[src/rtl/core/srp_pkg.sv]
// shared types and constants for the socks5 request parser
package srp_pkg;

    typedef enum logic [3:0] {
        PH_IDLE    = 4'd0,
        PH_CMD     = 4'd1,
        PH_RSV     = 4'd2,
        PH_ATYP    = 4'd3,
        PH_IPV4    = 4'd4,
        PH_HOSTLEN = 4'd5,
        PH_HOST    = 4'd6,
        PH_IPV6    = 4'd7,
        PH_PORT    = 4'd8
    } phase_t;

    typedef enum logic [3:0] {
        KIND_VER     = 4'd0,
        KIND_CMD     = 4'd1,
        KIND_RSV     = 4'd2,
        KIND_ATYP    = 4'd3,
        KIND_IPV4    = 4'd4,
        KIND_HOSTLEN = 4'd5,
        KIND_HOST    = 4'd6,
        KIND_IPV6    = 4'd7,
        KIND_PORT    = 4'd8,
        KIND_STRAY   = 4'd9
    } kind_t;

    localparam logic [7:0] ATYP_IPV4   = 8'h01;
    localparam logic [7:0] ATYP_DOMAIN = 8'h03;
    localparam logic [7:0] ATYP_IPV6   = 8'h04;

    localparam logic [7:0] IPV4_LEN = 8'd4;
    localparam logic [7:0] IPV6_LEN = 8'd16;
    localparam logic [7:0] PORT_LEN = 8'd2;

    localparam logic [8:0] COUNT_MAX = 9'd511;

    localparam int TDATA_W = 56;
    localparam int TUSER_W = 5;

    typedef struct packed {
        kind_t       byte_kind;
        logic [7:0]  byte_value;
        logic [7:0]  field_offset;
        logic        request_done;
        logic [8:0]  request_length;
        logic [7:0]  command_code;
        logic [15:0] port_number;
        logic        type_error;
    } result_t;

endpackage

[src/rtl/core/socks5_request_parser.sv]
// top level of the socks5 request parser
//
// usage:
//   s_axis carries one request byte per beat: tdata[7:0] is the byte, tuser
//   set marks the version byte of a new request and restarts the parser.
//   m_axis returns one beat per input beat: the byte tagged with its role
//   (tuser[3:0]), its offset within the address, host or port field, and
//   the running length, command and port; tlast is high on the final port
//   byte of a complete request. tuser[4] flags an unknown address type.
//   output: the tagged result of an accepted byte is registered in the result
//   register, or in the skid entry while the result register is held by a stall.
//   throughput: one byte per cycle while the skid entry is empty; the parser
//   state is updated in the accepting cycle, so back-to-back bytes need no gap.
//   stall: a two-entry output stage (result register plus skid) holds
//   results; s_axis_tready drops only once the skid entry is full, and
//   nothing is lost or repeated.
//   reset: rst_n clears the parser to idle and empties the output stage;
//   bytes arriving before a start byte are tagged stray.
module socks5_request_parser (
    input  logic        clk,
    input  logic        rst_n,
    input  logic        s_axis_tvalid,
    output logic        s_axis_tready,
    input  logic [7:0]  s_axis_tdata,   // [7:0] data_byte
    input  logic        s_axis_tuser,   // [0] frame_start
    output logic        m_axis_tvalid,
    input  logic        m_axis_tready,
    // [7:0] byte_value, [15:8] field_offset, [24:16] request_length,
    // [32:25] command_code, [48:33] port_number, [55:49] zero
    output logic [srp_pkg::TDATA_W-1:0] m_axis_tdata,
    output logic [srp_pkg::TUSER_W-1:0] m_axis_tuser,  // [3:0] byte_kind, [4] type_error
    output logic        m_axis_tlast    // request_done
);

    srp_pkg::result_t parse_res;
    srp_pkg::result_t out_res;
    logic             accept;

    assign accept = s_axis_tvalid && s_axis_tready;

    srp_parse u_parse (
        .clk         (clk),
        .rst_n       (rst_n),
        .advance     (accept),
        .data_byte   (s_axis_tdata),
        .frame_start (s_axis_tuser),
        .result      (parse_res)
    );

    srp_obuf u_obuf (
        .clk       (clk),
        .rst_n     (rst_n),
        .in_valid  (s_axis_tvalid),
        .in_ready  (s_axis_tready),
        .in_data   (parse_res),
        .out_valid (m_axis_tvalid),
        .out_ready (m_axis_tready),
        .out_data  (out_res)
    );

    assign m_axis_tdata = {7'd0, out_res.port_number, out_res.command_code,
                           out_res.request_length, out_res.field_offset,
                           out_res.byte_value};
    assign m_axis_tuser = {out_res.type_error, out_res.byte_kind};
    assign m_axis_tlast = out_res.request_done;

endmodule

[src/rtl/core/srp_parse.sv]
// byte tagging state machine: parser state and per-beat result logic
module srp_parse (
    input  logic              clk,
    input  logic              rst_n,
    input  logic              advance,
    input  logic [7:0]        data_byte,
    input  logic              frame_start,
    output srp_pkg::result_t  result
);

    srp_pkg::phase_t phase_reg, phase_next;
    logic [7:0]  bytes_left_reg, bytes_left_next;
    logic [7:0]  host_total_reg, host_total_next;
    logic [8:0]  byte_count_reg, byte_count_next;
    logic [7:0]  held_command_reg, held_command_next;
    logic [15:0] port_accum_reg, port_accum_next;
    logic        error_seen_reg, error_seen_next;

    logic [7:0]      left_dec;
    srp_pkg::kind_t  kind;
    logic [7:0]      offs;
    logic            done;

    assign left_dec = bytes_left_reg - 8'd1;

    // next state
    always_comb
    begin
        phase_next        = phase_reg;
        bytes_left_next   = bytes_left_reg;
        host_total_next   = host_total_reg;
        byte_count_next   = byte_count_reg;
        held_command_next = held_command_reg;
        port_accum_next   = port_accum_reg;
        error_seen_next   = error_seen_reg;
        if (frame_start)
        begin
            phase_next        = srp_pkg::PH_CMD;
            bytes_left_next   = 8'd0;
            host_total_next   = 8'd0;
            byte_count_next   = 9'd1;
            held_command_next = 8'd0;
            port_accum_next   = 16'd0;
            error_seen_next   = 1'b0;
        end
        else if (phase_reg != srp_pkg::PH_IDLE)
        begin
            if (byte_count_reg != srp_pkg::COUNT_MAX)
            begin
                byte_count_next = byte_count_reg + 9'd1;
            end
            unique case (phase_reg)
                srp_pkg::PH_CMD:
                begin
                    held_command_next = data_byte;
                    phase_next        = srp_pkg::PH_RSV;
                end
                srp_pkg::PH_RSV:
                begin
                    phase_next = srp_pkg::PH_ATYP;
                end
                srp_pkg::PH_ATYP:
                begin
                    priority if (data_byte == srp_pkg::ATYP_IPV4)
                    begin
                        bytes_left_next = srp_pkg::IPV4_LEN;
                        phase_next      = srp_pkg::PH_IPV4;
                    end
                    else if (data_byte == srp_pkg::ATYP_IPV6)
                    begin
                        bytes_left_next = srp_pkg::IPV6_LEN;
                        phase_next      = srp_pkg::PH_IPV6;
                    end
                    else if (data_byte == srp_pkg::ATYP_DOMAIN)
                    begin
                        phase_next = srp_pkg::PH_HOSTLEN;
                    end
                    else
                    begin
                        error_seen_next = 1'b1;
                        phase_next      = srp_pkg::PH_IDLE;
                    end
                end
                srp_pkg::PH_IPV4, srp_pkg::PH_IPV6, srp_pkg::PH_HOST:
                begin
                    bytes_left_next = left_dec;
                    if (left_dec == 8'd0)
                    begin
                        bytes_left_next = srp_pkg::PORT_LEN;
                        phase_next      = srp_pkg::PH_PORT;
                    end
                end
                srp_pkg::PH_HOSTLEN:
                begin
                    host_total_next = data_byte;
                    if (data_byte == 8'd0)
                    begin
                        bytes_left_next = srp_pkg::PORT_LEN;
                        phase_next      = srp_pkg::PH_PORT;
                    end
                    else
                    begin
                        bytes_left_next = data_byte;
                        phase_next      = srp_pkg::PH_HOST;
                    end
                end
                srp_pkg::PH_PORT:
                begin
                    port_accum_next = {port_accum_reg[7:0], data_byte};
                    bytes_left_next = left_dec;
                    if (left_dec == 8'd0)
                    begin
                        phase_next = srp_pkg::PH_IDLE;
                    end
                end
                default:
                begin
                    phase_next = srp_pkg::PH_IDLE;
                end
            endcase
        end
        else
        begin
            phase_next = srp_pkg::PH_IDLE;
        end
    end

    // per-beat tag, offset and completion
    always_comb
    begin
        kind = srp_pkg::KIND_STRAY;
        offs = 8'd0;
        done = 1'b0;
        if (frame_start)
        begin
            kind = srp_pkg::KIND_VER;
        end
        else
        begin
            unique case (phase_reg)
                srp_pkg::PH_CMD:     kind = srp_pkg::KIND_CMD;
                srp_pkg::PH_RSV:     kind = srp_pkg::KIND_RSV;
                srp_pkg::PH_ATYP:    kind = srp_pkg::KIND_ATYP;
                srp_pkg::PH_HOSTLEN: kind = srp_pkg::KIND_HOSTLEN;
                srp_pkg::PH_IPV4:
                begin
                    kind = srp_pkg::KIND_IPV4;
                    offs = srp_pkg::IPV4_LEN - bytes_left_reg;
                end
                srp_pkg::PH_IPV6:
                begin
                    kind = srp_pkg::KIND_IPV6;
                    offs = srp_pkg::IPV6_LEN - bytes_left_reg;
                end
                srp_pkg::PH_HOST:
                begin
                    kind = srp_pkg::KIND_HOST;
                    offs = host_total_reg - bytes_left_reg;
                end
                srp_pkg::PH_PORT:
                begin
                    kind = srp_pkg::KIND_PORT;
                    offs = srp_pkg::PORT_LEN - bytes_left_reg;
                    done = (left_dec == 8'd0);
                end
                default:             kind = srp_pkg::KIND_STRAY;
            endcase
        end
    end

    assign result.byte_kind      = kind;
    assign result.byte_value     = data_byte;
    assign result.field_offset   = offs;
    assign result.request_done   = done;
    assign result.request_length = byte_count_next;
    assign result.command_code   = held_command_next;
    assign result.port_number    = port_accum_next;
    assign result.type_error     = error_seen_next;

    always_ff @(posedge clk or negedge rst_n)
    begin
        if (!rst_n)
        begin
            phase_reg        <= srp_pkg::PH_IDLE;
            bytes_left_reg   <= 8'd0;
            host_total_reg   <= 8'd0;
            byte_count_reg   <= 9'd0;
            held_command_reg <= 8'd0;
            port_accum_reg   <= 16'd0;
            error_seen_reg   <= 1'b0;
        end
        else if (advance)
        begin
            phase_reg        <= phase_next;
            bytes_left_reg   <= bytes_left_next;
            host_total_reg   <= host_total_next;
            byte_count_reg   <= byte_count_next;
            held_command_reg <= held_command_next;
            port_accum_reg   <= port_accum_next;
            error_seen_reg   <= error_seen_next;
        end
    end

    // a completed request always leaves the parser idle
    assert property (@(posedge clk) disable iff (!rst_n)
        (advance && result.request_done) |=> (phase_reg == srp_pkg::PH_IDLE))
        else $error("parser not idle after completed request");

    // a type error never coincides with completion of the same request
    assert property (@(posedge clk) disable iff (!rst_n)
        result.request_done |-> !result.type_error)
        else $error("completion reported with a type error");

endmodule

[src/rtl/core/srp_obuf.sv]
// result register with skid stage between parser and output channel
module srp_obuf (
    input  logic              clk,
    input  logic              rst_n,
    input  logic              in_valid,
    output logic              in_ready,
    input  srp_pkg::result_t  in_data,
    output logic              out_valid,
    input  logic              out_ready,
    output srp_pkg::result_t  out_data
);

    logic             main_valid_reg, main_valid_next;
    logic             skid_valid_reg, skid_valid_next;
    srp_pkg::result_t main_data_reg, main_data_next;
    srp_pkg::result_t skid_data_reg, skid_data_next;
    logic             push;

    assign in_ready  = !skid_valid_reg;
    assign push      = in_valid && in_ready;
    assign out_valid = main_valid_reg;
    assign out_data  = main_data_reg;

    always_comb
    begin
        main_valid_next = main_valid_reg;
        skid_valid_next = skid_valid_reg;
        main_data_next  = main_data_reg;
        skid_data_next  = skid_data_reg;
        if (!main_valid_reg || out_ready)
        begin
            main_valid_next = skid_valid_reg || push;
            main_data_next  = skid_valid_reg ? skid_data_reg : in_data;
            skid_valid_next = 1'b0;
        end
        else if (push)
        begin
            skid_valid_next = 1'b1;
            skid_data_next  = in_data;
        end
    end

    always_ff @(posedge clk or negedge rst_n)
    begin
        if (!rst_n)
        begin
            main_valid_reg <= 1'b0;
            skid_valid_reg <= 1'b0;
        end
        else
        begin
            main_valid_reg <= main_valid_next;
            skid_valid_reg <= skid_valid_next;
        end
    end

    always_ff @(posedge clk)
    begin
        main_data_reg <= main_data_next;
        skid_data_reg <= skid_data_next;
    end

    // skid stage only fills behind an occupied result register
    assert property (@(posedge clk) disable iff (!rst_n)
        skid_valid_reg |-> main_valid_reg)
        else $error("skid stage full while result register empty");

    // a waiting skid beat moves to the output as soon as the output drains
    assert property (@(posedge clk) disable iff (!rst_n)
        (skid_valid_reg && out_ready) |=> (main_valid_reg && !skid_valid_reg
            && (main_data_reg == $past(skid_data_reg))))
        else $error("skid beat lost or reordered");

endmodule

[config.mk]
export PLATFORM = sky130hd
export DESIGN_NAME = socks5_request_parser
export DESIGN_NICKNAME = d
export VERILOG_FILES = /design/src/rtl/core/srp_pkg.sv /design/src/rtl/core/socks5_request_parser.sv /design/src/rtl/core/srp_parse.sv /design/src/rtl/core/srp_obuf.sv
export SDC_FILE = /design/constraint.sdc
export NUM_CORES = 1
export LEC_CHECK = 0
export BUFFER_PORTS_ARGS = -buffer_cell sky130_fd_sc_hd__buf_2
export CORE_ASPECT_RATIO = 1.25
export CORE_MARGIN = 10
export CORE_UTILIZATION = 42
export DETAILED_ROUTE_END_ITERATION = 6
export SYNTH_ARGS = -nofsm -noshare
export SYNTH_HDL_FRONTEND = slang
export SYNTH_SLANG_ARGS = --single-unit
export TNS_END_PERCENT = 20
[constraint.sdc]
create_clock -name clk -period 5.88 [get_ports clk]
set_input_delay 0.588 -clock clk [delete_from_list [all_inputs] [get_ports clk]]
set_output_delay 0.588 -clock clk [all_outputs]
set_load 0.02 [all_outputs]
==> results.yml <==
critical_path:
  path_max_fanout: 17
  worst-setup-path-type: "flip-flop to flip-flop"
  start_kind: "flip-flop"
  worstPathArrival_ns: 3.39
  crit_buf_inv: 0
  crit_top_cell: "a21oi_1"
  crit_family: "simple AND/OR/NAND/NOR gates"
  worst_path_max_delay_cell: "dfrtp_1"
  cp.required_ns: 6.06
  max_stage_delay_ns: 0.57
  crit_chain: "nor3_1 > and2_1 > a21oi_1 > ha_1 > a21o_1 > a21oi_1 > xor2_1 > nor2_1 > mux2_2"
  crit_path_end_kind: "flip-flop"
routing:
  via_per_inst: 5.48
  drt-initial-drc-count: 391
  antenna_left: 0
  drt_first_pass_iters: 5
  routedWlPerCell_um: 18.4
  drt-total-wl_um: 17500
  drc: 0
  dr_total_vias: 5198
logic_synthesis:
  ys_ff_latch: 166
  ys.warnings.count: 0
  netlist_area_um2: 7920
  synth_cells: 647
  seq_area_frac_synth: 0.594
  ys.flop_type: "edfxtp_1"
  synth.distinct_cells: 74
  synth_edf_count: 110
  syn_area_per_cell_um2: 12.2
  async_flop_share: 0.337
clock_network:
  hold_buffers: 0
  path_clk_slew_ns: 0.06
  clockBufferDepth: 2
  cts_sinks: 166
  cts_resized: 0
  clk_latency_ns: 0.43
  postCtsSetupRepairBufs: 0
  cts_buffers: 17
  cts-root-buf: "clkbuf_16"
  cts_tree: "built"
  htreeDepth: 4
global_routing:
  grt_pass1_wl_um: 28400
  grt_antenna_before_repair: 0
  grt_max_degree: 59
  grt_overflow: 0
  grt_pass1_vias: 5339
  grt.total_usage: 0.144
timing:
  relSlewSlack: 0.448
  fin_crit_ns: 3.21
  worst_slew_pin_slew_ns: 0.825
  whs_ns: 0.318
  finalCritPeriodShare: 0.547
  fmaxAchievable_mhz: 311
  hold_viol: 0
  layout_setup_ws_ns: 2.67
  rsz0062_at_grt: "no"
  skew_ns: 0.00780
  setup_viol: 0
  drv_slew: 0
  setup_tns_ns: 0
die:
  die_w_um: 143
  dieHeight_um: 174
  ioPinCount: 77
  rows: 56
  core-area_um2: 18600
  die_area_um2: 24800
  initial_core_util: 0.425
placement:
  dpl_cell_area_um2: 8370
  routabilityCongestion: 0.882
  dpl_worst_slack_ns: 2.76
  port_buffers: 69
  dp_hpwl_um: 11500
finish:
  synthToLayoutAreaGrowth_pct: 13.2
  drive_above_1_share: 0.265
  n_antenna_cell: 0
  nets: 728
  nFillCells: 1644
  final_cell_area_um2: 8960
worst_hold_path:
  min_path_type: "primary input to async pin"
flow_run:
  cap_violations: 0
power:
  ir_drop_mv: 0.193
  power.density_nw_per_um2: 324
  leakage_nw: 3.57
  total_power_mw: 2.90
outcome:
  status: "completed"
synth_stat cells (3+ instances only):
master	n	area share
a211oi_1	3	0.0028
a21o_1	4	0.0038
a21oi_1	37	0.023
a22o_1	15	0.017
a22oi_1	3	0.0028
a31oi_1	4	0.0032
and2_1	5	0.0039
buf_2	6	0.0038
buf_4	11	0.010
buf_6	7	0.010
clkbuf_1	19	0.0090
dfrtp_1	56	0.18
edfxtp_1	110	0.42
ha_1	11	0.017
inv_1	17	0.0081
mux2_2	60	0.085
nand2_1	91	0.043
nand2b_1	10	0.0079
nand3_1	8	0.0051
nor2_1	44	0.021
nor2b_1	5	0.0039
nor3_1	4	0.0025
nor4_1	3	0.0024
o21ai_0	22	0.014
o31ai_1	15	0.014
or3_1	6	0.0047
xnor2_1	9	0.010
xor2_1	6	0.0066
placed cells by master, fill, tap and decap left out, drive strengths merged, types with 3 or more instances in the layout:
master,netlist,final
nand2,91,91
a21o,5,5
ha,11,11
a21oi,39,39
dfrtp,56,56
xor2,6,6
mux2,60,60
and2,5,5
inv,17,20
nand2b,10,10
a22oi,3,3
nand3,8,8
nor4,5,5
clkinv,0,5
a31oi,4,4
nor2b,5,5
a22o,15,15
nor3,6,6
clkinvlp,0,3
edfxtp,110,110
xnor2,9,9
or3,6,6
o31ai,18,18
buf,25,76
conb,1,7
nor2,44,44
clkbuf,20,19
o21ai,25,25
a211oi,4,4
metrics by stage:
stage,util,cells
floorplan,-,653
global placement,0.449,916
detailed placement,0.449,916
CTS,0.481,948
global route,0.481,948
finish,0.481,948
cell families after synthesis:
family,count (synthesis),synth area share
AOI/OAI and AO/OA,133,0.119
DFF,166,0.594
other,1,0.000473
and+or+nand+nor,197,0.121
adders and majority gates,12,0.0199
xor gates and xnor gates,15,0.0166
muxes,61,0.0866
buffers and inverters,62,0.0423
power breakdown:
group          switching [mW]  internal, mW  total, mW
combinational           0.259         0.140      0.399
clock                   0.466         0.642       1.11
sequential             0.0465          1.35       1.40
total                   0.772          2.13       2.90
layout make-up:
class | count | area [um2] | area share
Multi-Input combinational cell | 425 | 2920 | 0.325
Sequential cell | 166 | 4700 | 0.525
Clock inverter | 13 | 148 | 0.0165
Clock buffer | 19 | 443 | 0.0494
Timing Repair Buffer | 76 | 398 | 0.0444
Tap cell | 232 | 290 | 0.0324
Inverter | 17 | 63.8 | 0.00712
per-layer routing:
layer | part of all wire | wire [um] | track usage | up-vias
li1 | - | - | - | 2462
met1 | 0.43 | 7570 | 0.174 | 2576
met2 | 0.50 | 8760 | 0.245 | 135
met3 | 0.047 | 822 | 0.0376 | 25
met4 | 0.018 | 321 | 0.0461 | 0
met5 | 0 | 0 | 0 | -
worst paths after layout:
path / startpoint / end / slack [ns] / cells after the start
worst max-delay path: u_parse.phase_reg[1]$_DFFE_PN0P_ / u_obuf.out_data[39]$_DFFE_PN_ / 2.67 / 9
worst min-delay path: rst_n / u_parse.bytes_left_reg[7]$_DFFE_PN0P_ / 0.32 / 2
worst max register to register: u_parse.phase_reg[1]$_DFFE_PN0P_ / u_obuf.out_data[39]$_DFFE_PN_ / 2.67 / 9
worst min register to register: u_parse.host_total_reg[6]$_DFFE_PN0P_ / u_parse.host_total_reg[6]$_DFFE_PN0P_ / 0.47 / 2
max in group asynchronous: rst_n / u_parse.byte_count_reg[8]$_DFFE_PN0P_ / 5.04 / 2
min in group clk: s_axis_tvalid / u_obuf.out_valid$_DFFE_PN0N_ / 0.41 / 3
Note: power is estimated with default switching activity, not from simulation.
